**src/sv/gmc_pkg.sv**
```systemverilog
// shared constants, types and command/status structs of the min cut engine
`timescale 1ns / 1ps
package gmc_pkg;
    localparam int MAX_NODES   = 64;
    localparam int IDX_W       = $clog2(MAX_NODES);
    localparam int CNT_W       = IDX_W + 1;
    localparam int CFG_W       = 7;
    localparam int WEIGHT_BITS = 24;
    localparam int WM_W        = 32;
    localparam int KEY_W       = 40;
    localparam int ADDR_W      = 2 * IDX_W;
    localparam logic [CFG_W-1:0] NODE_COUNT_RST = CFG_W'(MAX_NODES);

    typedef enum logic [4:0] {
        OP_IDLE, OP_INIT, OP_GINIT, OP_PH_START, OP_PAIR, OP_PAIR_RD, OP_PAIR_WT,
        OP_KCLR, OP_PICK, OP_PICK_END, OP_UPD, OP_CMP, OP_G_RDT, OP_G_RDS, OP_G_LAT,
        OP_SIDE, OP_M_CHK, OP_M_RD1, OP_M_RD2, OP_M_WR1, OP_M_WR2, OP_DEL, OP_RELAB,
        OP_OUT
    } t_op;

    typedef enum logic [4:0] {
        S_IDLE, S_INIT, S_GINIT, S_PH_START, S_PAIR, S_PAIR_RD, S_PAIR_WT,
        S_KCLR, S_PICK, S_PICK_END, S_UPD, S_CMP, S_G_RDT, S_G_RDS, S_G_LAT,
        S_SIDE, S_M_CHK, S_M_RD1, S_M_RD2, S_M_WR1, S_M_WR2, S_DEL, S_RELAB,
        S_OUT
    } t_state;

    typedef struct packed {
        t_op  op;
        logic idx_clr;
        logic idx_inc;
    } t_cmd;

    typedef struct packed {
        logic             load_last;
        logic             idx_end;
        logic             skip;
        logic             live_one;
        logic             live_two;
        logic             iter_done;
        logic             out_space;
        logic             improved;
        logic [CNT_W-1:0] n;
    } t_stat;
endpackage

```
**src/sv/gmc_ctrl.sv**
```systemverilog
// controller state machine sequencing load, search phases, merges and result output
`timescale 1ns / 1ps
module gmc_ctrl (
    input  logic           i_clk,
    input  logic           i_rst_n,
    input  gmc_pkg::t_stat i_st,
    output gmc_pkg::t_cmd  o_cmd
);
    import gmc_pkg::*;

    t_state r_state, n_state;

    always_ff @(posedge i_clk) begin
        if (!i_rst_n) begin
            r_state <= S_IDLE;
        end else begin
            r_state <= n_state;
        end
    end

    always_comb begin
        n_state = r_state;
        unique case (r_state)
            S_IDLE:      if (i_st.load_last) n_state = S_INIT;
            S_INIT:      n_state = S_GINIT;
            S_GINIT:     if (i_st.idx_end) n_state = S_PH_START;
            S_PH_START: begin
                priority if (i_st.live_one) n_state = S_OUT;
                else if (i_st.live_two)     n_state = S_PAIR;
                else                        n_state = S_KCLR;
            end
            S_PAIR:      if (i_st.idx_end) n_state = S_PAIR_RD;
            S_PAIR_RD:   n_state = S_PAIR_WT;
            S_PAIR_WT:   n_state = S_CMP;
            S_KCLR:      if (i_st.idx_end) n_state = S_PICK;
            S_PICK:      if (i_st.idx_end) n_state = S_PICK_END;
            S_PICK_END:  n_state = S_UPD;
            S_UPD: begin
                if (i_st.idx_end) n_state = i_st.iter_done ? S_CMP : S_PICK;
            end
            S_CMP:       n_state = S_G_RDT;
            S_G_RDT:     n_state = S_G_RDS;
            S_G_RDS:     n_state = S_G_LAT;
            S_G_LAT:     n_state = i_st.improved ? S_SIDE : S_M_CHK;
            S_SIDE:      if (i_st.idx_end) n_state = S_M_CHK;
            S_M_CHK: begin
                priority if (i_st.idx_end) n_state = S_DEL;
                else if (!i_st.skip)       n_state = S_M_RD1;
            end
            S_M_RD1:     n_state = S_M_RD2;
            S_M_RD2:     n_state = S_M_WR1;
            S_M_WR1:     n_state = S_M_WR2;
            S_M_WR2:     n_state = S_M_CHK;
            S_DEL:       n_state = S_RELAB;
            S_RELAB:     if (i_st.idx_end) n_state = S_PH_START;
            S_OUT:       if (i_st.idx_end) n_state = S_IDLE;
            default:     n_state = S_IDLE;
        endcase
    end

    always_comb begin
        o_cmd.idx_inc = 1'b0;
        // the per-vertex merge loop keeps its index across its own states
        o_cmd.idx_clr = (n_state != r_state) && (r_state != S_M_WR2)
                        && (n_state != S_M_RD1) && (n_state != S_M_RD2)
                        && (n_state != S_M_WR1) && (n_state != S_M_WR2);
        unique case (r_state)
            S_IDLE:     o_cmd.op = OP_IDLE;
            S_INIT:     o_cmd.op = OP_INIT;
            S_GINIT:    o_cmd.op = OP_GINIT;
            S_PH_START: o_cmd.op = OP_PH_START;
            S_PAIR:     o_cmd.op = OP_PAIR;
            S_PAIR_RD:  o_cmd.op = OP_PAIR_RD;
            S_PAIR_WT:  o_cmd.op = OP_PAIR_WT;
            S_KCLR:     o_cmd.op = OP_KCLR;
            S_PICK:     o_cmd.op = OP_PICK;
            S_PICK_END: o_cmd.op = OP_PICK_END;
            S_UPD:      o_cmd.op = OP_UPD;
            S_CMP:      o_cmd.op = OP_CMP;
            S_G_RDT:    o_cmd.op = OP_G_RDT;
            S_G_RDS:    o_cmd.op = OP_G_RDS;
            S_G_LAT:    o_cmd.op = OP_G_LAT;
            S_SIDE:     o_cmd.op = OP_SIDE;
            S_M_CHK:    o_cmd.op = OP_M_CHK;
            S_M_RD1:    o_cmd.op = OP_M_RD1;
            S_M_RD2:    o_cmd.op = OP_M_RD2;
            S_M_WR1:    o_cmd.op = OP_M_WR1;
            S_M_WR2:    o_cmd.op = OP_M_WR2;
            S_DEL:      o_cmd.op = OP_DEL;
            S_RELAB:    o_cmd.op = OP_RELAB;
            S_OUT:      o_cmd.op = OP_OUT;
            default:    o_cmd.op = OP_IDLE;
        endcase
        unique case (r_state)
            S_GINIT, S_PAIR, S_KCLR, S_PICK, S_UPD, S_SIDE, S_RELAB:
                o_cmd.idx_inc = !i_st.idx_end;
            S_M_CHK:  o_cmd.idx_inc = !i_st.idx_end && i_st.skip;
            S_M_WR2:  o_cmd.idx_inc = 1'b1;
            S_OUT:    o_cmd.idx_inc = !i_st.idx_end && i_st.out_space;
            default:  o_cmd.idx_inc = 1'b0;
        endcase
    end
endmodule

```
**config.mk**
```make
export PLATFORM = sky130hd
export DESIGN_NAME = gmc_ctrl
export DESIGN_NICKNAME = d
export VERILOG_FILES = /design/src/sv/gmc_pkg.sv /design/src/sv/gmc_ctrl.sv
export SDC_FILE = /design/constraint.sdc
export NUM_CORES = 1
export LEC_CHECK = 0
export ABC_AREA = 0
export ABC_CLOCK_PERIOD_IN_PS = 2050
export CORE_MARGIN = 5
export CORE_UTILIZATION = 30
export CTS_CLUSTER_DIAMETER = 60
export DETAILED_ROUTE_END_ITERATION = 8
export DONT_BUFFER_PORTS = 1
export HOLD_SLACK_MARGIN = 0.02
export SETUP_SLACK_MARGIN = 0.15
export SLEW_MARGIN = 20
export SYNTH_ARGS = -nofsm -noshare
export SYNTH_HDL_FRONTEND = slang
export SYNTH_SLANG_ARGS = --single-unit
```
**constraint.sdc**
```tcl
create_clock -name i_clk -period 2.05 [get_ports i_clk]
set_clock_uncertainty 0.15 [all_clocks]
set_input_delay 0 -clock i_clk [delete_from_list [all_inputs] [get_ports i_clk]]
set_output_delay 0 -clock i_clk [all_outputs]
set_load 0.03 [all_outputs]
```
After elaboration in Yosys (flattened, before gate mapping). Memories as Yosys holds them, arrays and structs flattened. A register that Yosys moved wholly into a read port is not among the register bits. Cells that the tools add are included.

Register bits after elaboration: 5. Latch bits: 0. RAM bits: 0. Bits in read-only memories: 160. Memories kept: 1.

Memories: (name not given) (words 32, width 5, read ports 1, clocked after Yosys merged registers in 1, wr ports 0, RTL line gmc_ctrl.sv:67) `unique case (r_state)`.

Add/sub/neg operators: 0. $mul: 0. Divide/modulo/power cells: 0. $lt $le $gt $ge: 0. Equality and inequality tests: 29. Shifts and indexed selects: 0. Multiplexer cells: 17. Bitwise gates (word level): 0. Reduce and logical (&&, ||, !) cells: 11.

Operators with widths (count): case mux 5 bit (23 select lines) (1); two-way mux 5 bit (13); == test 5 x 4 -> 1 bit (second input constant) (8); == test 5 bit (second input constant) (8); inequality test 5 bit (second input constant) (5); == test 5 x 3 -> 1 bit (second input constant) (4); == test 5 x 2 -> 1 bit (second input constant) (2); logical AND 1 bit (7); OR reduction 7 bit (1); == test 5 x 1 -> 1 bit (second input constant) (1); logical NOT 5 bit (1); inequality test 5 bit (1); two-way mux 2 bit (2); case mux 1 bit (4 select lines) (1); OR reduction 2 bit (1); logical NOT 1 bit (1).

Depth between registers and ports, before layout. Gate-level depths: netlist of the first run.

Depth in word-level cells: 9. Depth in mapped cells: 9.

Least setup slack after synthesis of the first run. No wires, ideal clock.

Path type: reg2out. From: register r_state[1]. To: output port o_cmd[0] (netlist bit). Data arrival time: 2194 ps. Data required time: 1900 ps. Slack: -294 ps. Cell stages (with the launch flop): 7. Cells stage by stage: dfxtp_1 -> buf_2 -> buf_6 -> clkbuf_1 -> nor2_1 -> mux2_2 -> o41ai_1.

RTL lines: start: declaration (RTL line gmc_ctrl.sv:11) `t_state r_state, n_state;`; start signal: assignment (RTL line gmc_ctrl.sv:17) `r_state <= n_state;`; end: declaration (RTL line gmc_ctrl.sv:7) `output gmc_pkg::t_cmd o_cmd`.

==> key figures, run 1 <==
Synth
  • Leading area contributor after synthesis: dfxtp_1
  • Mapped cell area: 1000 µm²
  • Post-Syn Area per Cell: 7.97 µm²
  • Count leader, synth: dfxtp_1
  • Synthesis-stage register bit count: 10
  • Post-synth top area share: 19.9%
  • Largest cells by area after synthesis: dfxtp_1, nand3b_1, nand2b_1
  • Mapped Nets: 143
  • Post-synthesis sequential area ratio: 19.9%
  • Async SR Flop Fraction: 0%
  • Main synth FF type: dfxtp_1
  • Number of synthesized flops with an enable pin: 0
  • Top cells by count, synth: dfxtp_1, nand2_1, a21oi_1, nand2b_1, nor2_1
  • Netlist cell types: 49
  • Yosys warns: 0
  • Synth Instances: about 130

Pwr
  • Power Dens Cells: between 1000 and 1500 nW/µm²
  • Pleak: ~0.58 nW
  • Total power: 2.14 mW
  • Max VDD drop: 0.904 mV

Global route
  • Global route total overflow: 0
  • Largest net degree at the start of global routing: 13
  • Initial antenna violation count: 0
  • Gr usage total: 14.0%
  • Vias in the first global route: 1021
  • First-pass GRT wire length: 4980 µm

Routing
  • Drt drc: 0
  • Final ANT Viol Nets: 0
  • DR pass1 iterations: 4
  • Drt total wl: 3090 µm
  • Via density: 5.37
  • Number of DRC markers in iteration 0: 51
  • DR vias: 1080
  • WL/cell: about 15 µm

Cells and area
  • Fin util: 45.7%
  • Layout cells sized above 1: roughly 48%
  • Diodes inserted: 0
  • Area growth, synth to finish: 49.3%
  • Final non-filler cell area: 1500 µm²
  • Final cell count without fillers: 201
  • Final net count: 173

Placement
  • Port buffer count: 0
  • Post-placement cell count: 191
  • Dpl ws: -285 ps
  • DP Area: roughly 1300 µm²
  • GPL Wtd Cong: 0.876
  • Dpl hpwl: 2190 µm

Timing
  • Final setup violating endpoints: 1
  • Min Tclk post-route: 2390 ps
  • Final Hold Viols: 0
  • Setup repair after global routing missed its margin: true
  • Worst Tran Pin Value: 405 ps
  • Setup TNS Final: -340 ps
  • Setup slack after layout: -340 ps
  • Pins Over Slew Limit: 0
  • Slew HR: 73.0%
  • Fmax: 418 MHz
  • Final period utilization: 117%
  • Hold slack: 59.7 ps

Clock network
  • Clock buffer depth: 2
  • Clock Latency Late Sink: 260 ps
  • Num Clock Sinks: 10
  • Clock buffer count from CTS: 3
  • H-tree levels: 1
  • Clock slew seen by the registers of the worst setup and hold paths: about 60 ps
  • CTS tree: yes
  • Clock Tree Root: clkbuf_4

Outcome
  • Outcome: finished, violations left
  • Failing checks: negative setup slack

Critical path
  • Worst reg-to-reg path cell count: 8
  • Worst Path Buf+Inv: 1
  • Worst-path fanout max: 6
  • Crit end category: primary output
  • Worst Path Required: 1900 ps
  • Setup CP Type: flop to primary output
  • CP top delay family: compound AO/OA/AOI/OAI gates
  • CP max stage delay: 390 ps
  • CP max-delay cell: a2111oi_4
  • CP Cell Sequence: and4b_1 -> a211o_1 -> a221oi_4 -> nand4b_1 -> a2111oi_4 -> nor4b_4 -> buf_6
  • Critical path depth: 7
  • Startpoint Class: flop
  • Arrival time worst endpoint: between 2000 and 2500 ps

Floorplan
  • Core area: roughly 3300 µm²
  • Die Area: 4610 µm²
  • Initial cell density of the core: 30.6%
  • Row cnt: 21
  • I/O pin cnt: 24
  • Die Wd: 67.9 µm
  • Die H: 67.9 µm

Flow run
  • Max-cap viol count: 0

Hold path
  • Hold Path Stages: 2
  • Hold Path Class: primary input to primary output
==> what timing repair did <==
item,CTS,global route
gates cloned,0,0
hold endpoints to repair,10,0
setup buffers,2,3
gates resized for setup,22,21
hold buffers,1,0
pin swaps,9,12
endpoints found under the setup margin,9,7
==> path summary, 6_finish.rpt <==
check | from | slack, ps | to
setup / recovery | r_state[1]$_SDFF_PN0_ | -340 | o_cmd[1]
hold / removal | i_st[13] | 60 | o_cmd[0]
setup reg to reg | r_state[1]$_SDFF_PN0_ | 130 | o_cmd[3]$_DFF_P_
hold reg to reg | r_state[4]$_SDFF_PN0_ | 440 | r_state[3]$_SDFF_PN0_
==> state kept, by name, indices dropped and copies added, names as in the netlist <==
name and flops:
o_cmd 5, r_state 5
==> where the power goes <==
| group | switching (mW) | total [mW] | internal (mW) |
|---|---|---|---|
| Combinational | 0.694 | 1.55 | 0.858 |
| Sequential | 0.142 | 0.413 | 0.271 |
| Clock | 0.0628 | 0.170 | 0.108 |
==> layout make-up <==
class	instances	area, µm²
Multi-Input combinational cell	101	861
Fill cell	318	1780
Inverter	2	7.51
Timing Repair Buffer	38	322
Sequential cell	10	216
Clock buffer	4	36.3
Tap cell	46	57.6
==> metal layers <==
| metal | up-vias | wire length [µm] | global-route usage (%) |
|---|---|---|---|
| met4 | 0 | 46 | 2.98 |
| li1 | 522 | - | - |
| met2 | 19 | 1610 | 23.8 |
| met3 | 4 | 85 | 1.81 |
| met5 | - | 0 | 0 |
| met1 | 535 | 1340 | 18.8 |
==> placed cells by master (no fill, tap or decap), types with 2 or more instances in the layout <==
cell type,Yosys,final
a21bo_2,2,2
nor2_1,8,7
a221oi_4,0,2
nor3b_1,3,2
o21ai_1,0,2
a21oi_2,0,3
nand2_1,9,9
o21ai_0,4,2
and2_1,4,3
a41oi_1,3,3
nand2b_4,0,2
dfxtp_1,10,5
nand3b_1,7,7
nor2b_2,0,2
clkbuf_4,0,3
buf_6,3,9
nand2b_1,8,6
nor3_2,0,2
and4b_1,2,2
dfxtp_4,0,4
nor2b_1,6,4
o221ai_1,2,2
a21oi_1,8,5
buf_4,2,28
a2111oi_4,1,2
nand3_1,2,2
a21boi_0,3,3
==> kinds of logic (layout without fill, tap and decap cells) <==
kind of cell,Yosys count,after routing,synth area share (%)
AOI/OAI and AO/OA,35,35,28.9
xor gates and xnor gates,2,2,1.74
buffers and inverters,15,44,9.21
DFF,10,10,19.9
muxes,2,2,2.12
and+or+nand+nor,62,62,38.1
Power figures use the tool's default switching activity.
==> run 2: changes to the inputs <==
--- a/config.mk
+++ b/config.mk
@@ -7,7 +7,8 @@
 export LEC_CHECK = 0
 export ABC_AREA = 0
 export ABC_CLOCK_PERIOD_IN_PS = 2050
-export CORE_MARGIN = 5
+export CORE_ASPECT_RATIO = 1.2
+export CORE_MARGIN = 2
 export CORE_UTILIZATION = 30
 export CTS_CLUSTER_DIAMETER = 60
 export DETAILED_ROUTE_END_ITERATION = 8
@@ -18,3 +19,4 @@
 export SYNTH_ARGS = -nofsm -noshare
 export SYNTH_HDL_FRONTEND = slang
 export SYNTH_SLANG_ARGS = --single-unit
+export TNS_END_PERCENT = 1
==> key figures, run 2 (same netlist as run 1, synthesis figures left out) <==
Outcome
  • Outcome: finished, violations left
  • Failing checks: negative setup slack

Critical path
  • Worst Path Required: 1900 ps
  • Setup CP Type: flop to primary output
  • Worst-path fanout max: 8
  • Arrival time worst endpoint: 2250 ps
  • Crit end category: primary output
  • Startpoint Class: flop

Placement
  • Port buffer count: 0
  • Dpl ws: -260 ps
  • Dpl hpwl: 2090 µm
  • GPL Wtd Cong: just over 0.8
  • Post-placement cell count: 186

Hold path
  • Hold Path Class: primary input to primary output

Timing
  • Fmax: 416 MHz
  • Final period utilization: 117%
  • Slew HR: 79.0%
  • Min Tclk post-route: around 2400 ps
  • Worst Tran Pin Value: 314 ps
  • Final Hold Viols: 0
  • Setup repair after global routing missed its margin: true
  • Pins Over Slew Limit: 0
  • Hold slack: 61.4 ps
  • Final setup violating endpoints: 3
  • Setup slack after layout: -355 ps
  • Setup TNS Final: -567 ps

Floorplan
  • I/O pin cnt: 24
  • Die Area: 3830 µm²
  • Core area: between 3000 and 4000 µm²
  • Row cnt: 23
  • Die Wd: between 50 and 60 µm
  • Initial cell density of the core: 30.6%
  • Die H: 67.4 µm

Cells and area
  • Layout cells sized above 1: 48.4%
  • Diodes inserted: 0
  • Area growth, synth to finish: 57.5%
  • Commonest non-fill, non-tap cell in the layout: buf_4
  • Final cell count without fillers: 198
  • Filler instances: 323
  • Most frequent cells in the layout: buf_4, buf_6, nand2_1
  • Final net count: about 180

Routing
  • Final ANT Viol Nets: 0
  • Number of DRC markers in iteration 0: 23
  • Drt total wl: 2960 µm
  • DR pass1 iterations: 4
  • Via density: 5.46
  • Drt drc: 0
  • DR vias: 1081
  • WL/cell: roughly 15 µm

Pwr
  • Max VDD drop: 1.47 mV
  • Power Dens Cells: 1480 nW/µm²
  • Pleak: roughly 0.63 nW
  • Total power: roughly 2.3 mW

Global route
  • Global route total overflow: 0
  • Gr usage total: 16.4%
  • Vias in the first global route: between 1000 and 1500
  • Initial antenna violation count: 0
  • Largest net degree at the start of global routing: 13
  • First-pass GRT wire length: 5060 µm

Clock network
  • Clock slew seen by the registers of the worst setup and hold paths: 50 ps
  • Clock Tree Root: clkbuf_8
  • Clock buffer depth: 2
  • Clock buffer count from CTS: 3
  • CTS tree: yes
  • Num Clock Sinks: 10
  • H-tree levels: 1
  • Clock Latency Late Sink: around 230 ps

Flow run
  • Max-cap viol count: 0
[run 2: worst max-delay path: stages (launching register included)]
cell,delay [ps]
dfxtp_4,370
buf_6,120
buf_6,100
nand2b_4,130
a221oi_4,290
o2111ai_2,190
o2111a_1,190
and4b_1,200
nor4b_4,260
buf_6,160
[run 2: path summary, 6_finish.rpt]
kind	from	end	slack [ps]	cells past startpoint
hold / removal	i_st[13]	o_cmd[0]	60	2
hold reg to reg	r_state[4]$_SDFF_PN0_	r_state[3]$_SDFF_PN0_	430	2
setup / recovery	r_state[1]$_SDFF_PN0_	o_cmd[1]	-350	9
setup reg to reg	r_state[1]$_SDFF_PN0_	r_state[1]$_SDFF_PN0_	-120	11
[run 2: layout make-up]
| cell class | instances | area [µm²] | share of cell area (%) |
|---|---|---|---|
| Sequential cell | 10 | 216 | 13.7 |
| Timing Repair Buffer | 44 | 389 | 24.6 |
| Clock buffer | 4 | 55.1 | 3.48 |
| Inverter | 2 | 7.51 | 0.474 |
| Multi-Input combinational cell | 101 | 868 | 54.9 |
| Tap cell | 37 | 46.3 | 2.92 |
[run 2: report_power, final]
part / switching (mW) / internal (mW)
logic: 0.721 / 0.962
clock network: 0.0742 / 0.169
registers: 0.150 / 0.272
[run 2: what timing repair did]
action                                  CTS  global route
hold endpoints to repair                 10             0
setup buffers                             5             2
hold buffers                              1             0
gates resized for setup                  21            25
pin swaps                                10            12
endpoints found under the setup margin    9             9
[run 2: metrics by stage]
step / area (µm²) / util [%]
after CTS: 1460 / 44.4
final: 1580 / 48.2
after global placement: 1270 / 38.8
after floorplan: 1060 / -
after global routing: 1580 / 48.2
after detailed placement: 1270 / 38.8
[run 2: metal layers]
layer,part of all wire (%),GRT usage [%]
met3,1.4,1.53
met5,0,0
met4,0.27,4.36
met2,55,32.8
met1,43,18.4
==> run 3: changes to the inputs <==
--- a/config.mk
+++ b/config.mk
@@ -14,6 +14,8 @@
 export DETAILED_ROUTE_END_ITERATION = 8
 export DONT_BUFFER_PORTS = 1
 export HOLD_SLACK_MARGIN = 0.02
+export MAX_ROUTING_LAYER = met4
+export RECOVER_POWER = 50
 export SETUP_SLACK_MARGIN = 0.15
 export SLEW_MARGIN = 20
 export SYNTH_ARGS = -nofsm -noshare
==> key figures, run 3 (same netlist as run 1, synthesis figures left out) <==
Hold path
  • Hold Path Class: primary input to primary output

Critical path
  • Worst r2r dst: r_state[1]$_SDFF_PN0_
  • Setup crit end: o_cmd[1]
  • Crit path from: r_state[1]$_SDFF_PN0_
  • Arrival time worst endpoint: 2250 ps
  • Setup CP Type: flop to primary output
  • Startpoint Class: flop
  • Origin of the critical flop-to-flop path: r_state[1]$_SDFF_PN0_
  • Worst reg-to-reg path cell count: 11
  • Worst Path Required: 1900 ps
  • Worst-path fanout max: 8
  • Crit end category: primary output
  • R2r setup slk: -120 ps

Placement
  • Dpl hpwl: 2090 µm
  • GPL Wtd Cong: ~0.82
  • Port buffer count: 0

Global route
  • Global route total overflow: 0
  • Largest net degree at the start of global routing: 13
  • Initial antenna violation count: 0
  • First-pass GRT wire length: 5060 µm
  • Vias in the first global route: 1119
  • Gr usage total: 16.9%

Routing
  • Drt total wl: 2960 µm
  • Via density: between 5 and 6
  • DR vias: 1081
  • Final ANT Viol Nets: 0
  • Drt drc: 0
  • Number of DRC markers in iteration 0: 23
  • DR pass1 iterations: 4
  • WL/cell: approximately 15 µm

Clock network
  • Clock buffer depth: 2
  • H-tree levels: 1
  • Num Clock Sinks: 10
  • CTS tree: yes
  • Clock Tree Root: clkbuf_8
  • Clock slew seen by the registers of the worst setup and hold paths: 50 ps
  • Clock buffer count from CTS: 3
  • Clock Latency Late Sink: 230 ps

Timing
  • Final setup violating endpoints: 3
  • Hold slack: just over 60 ps
  • Final Hold Viols: 0
  • Pins Over Slew Limit: 0
  • Min Tclk post-route: 2400 ps
  • Worst Tran Pin Value: 314 ps
  • Slew HR: 79.0%
  • Setup repair after global routing missed its margin: true
  • Fmax: a little over 400 MHz
  • Final period utilization: 117%
  • Setup TNS Final: -567 ps
  • Setup slack after layout: -355 ps

Cells and area
  • Area growth, synth to finish: 57.4%
  • Most frequent cells in the layout: buf_4, buf_6, nand2_1
  • Layout cells sized above 1: 47.8%
  • Commonest non-fill, non-tap cell in the layout: buf_4
  • Diodes inserted: 0
  • Final net count: 179

Pwr
  • Power Dens Cells: roughly 1500 nW/µm²
  • Pleak: 0.629 nW
  • Max VDD drop: 1.47 mV

Outcome
  • Failing checks: negative setup slack
  • Outcome: finished, violations left

Floorplan
  • Die H: 67.4 µm
  • Row cnt: 23
  • Die Area: 3830 µm²
  • Core area: about 3300 µm²
  • I/O pin cnt: 24
  • Initial cell density of the core: between 30% and 40%
  • Die Wd: 56.8 µm

Flow run
  • Max-cap viol count: 0
[run 3: cell count changes in the layout (fill, tap and decap cells not counted)]
cell and delta:
dfxtp_1 +1, dfxtp_2 -1
[run 3: worst min-delay path by stage]
stage / startpoint / end / cells past startpoint
after global placement: i_rst_n / r_state[2]$_SDFF_PN0_ / 1
final: i_st[13] / o_cmd[0] / 2
after detailed placement: i_rst_n / r_state[4]$_SDFF_PN0_ / 1
after floorplan: i_rst_n / o_cmd[6]$_SDFF_PN0_ / 1
after global routing: i_st[13] / o_cmd[0] / 2
after CTS: i_st[13] / o_cmd[0] / 2
[run 3: per-stage QoR]
step / std cells / total power, mW / setup WS, ps / cell area (µm²) / util, %
CTS: 196 / 2.08 / -383 / 1460 / 44.4
detailed placement: 186 / 1.57 / -260 / 1270 / 38.8
finish: 198 / 2.35 / -355 / 1580 / 48.2
floorplan: 126 / 1.24 / -9.13 / 1060 / -
global placement: 186 / 1.55 / -222 / 1270 / 38.8
global route: 198 / 2.51 / -455 / 1580 / 48.2
[run 3: metal layers]
| metal | global-route usage, % | up-vias | wire length [µm] |
|---|---|---|---|
| met5 | - | - | 0 |
| met4 | 4.36 | 0 | 8 |
| met1 | 18.5 | 532 | 1280 |
| met3 | 1.34 | 2 | 32 |
| met2 | 32.8 | 11 | 1640 |
| li1 | - | 536 | - |
[run 3: final cells by class]
cell class | instances | area [µm²]
Tap cell | 37 | 46.3
Sequential cell | 10 | 215
Multi-Input combinational cell | 101 | 868
Timing Repair Buffer | 44 | 389
Fill cell | 324 | 1700
Clock buffer | 4 | 55.1
Inverter | 2 | 7.51
[run 3: timing repair]
action / in CTS / in global routing
setup endpoints to repair: 9 / 9
hold buffers: 1 / 0
setup buffers: 5 / 2
gates resized for setup: 21 / 25
hold endpoints to repair: 10 / 0
pin swaps: 10 / 12
[run 3: where the power goes]
group	internal, mW	switching, mW	total (mW)
Combinational	0.962	0.721	1.68
Sequential	0.272	0.150	0.422
Clock	0.169	0.0742	0.243
[run 3: worst max-delay path, cell delays in order, from the launching register on]
cell	delay, ps
dfxtp_4	370
buf_6	120
buf_6	100
nand2b_4	130
a221oi_4	290
o2111ai_2	190
o2111a_1	190
and4b_1	200
nor4b_4	260
buf_6	160
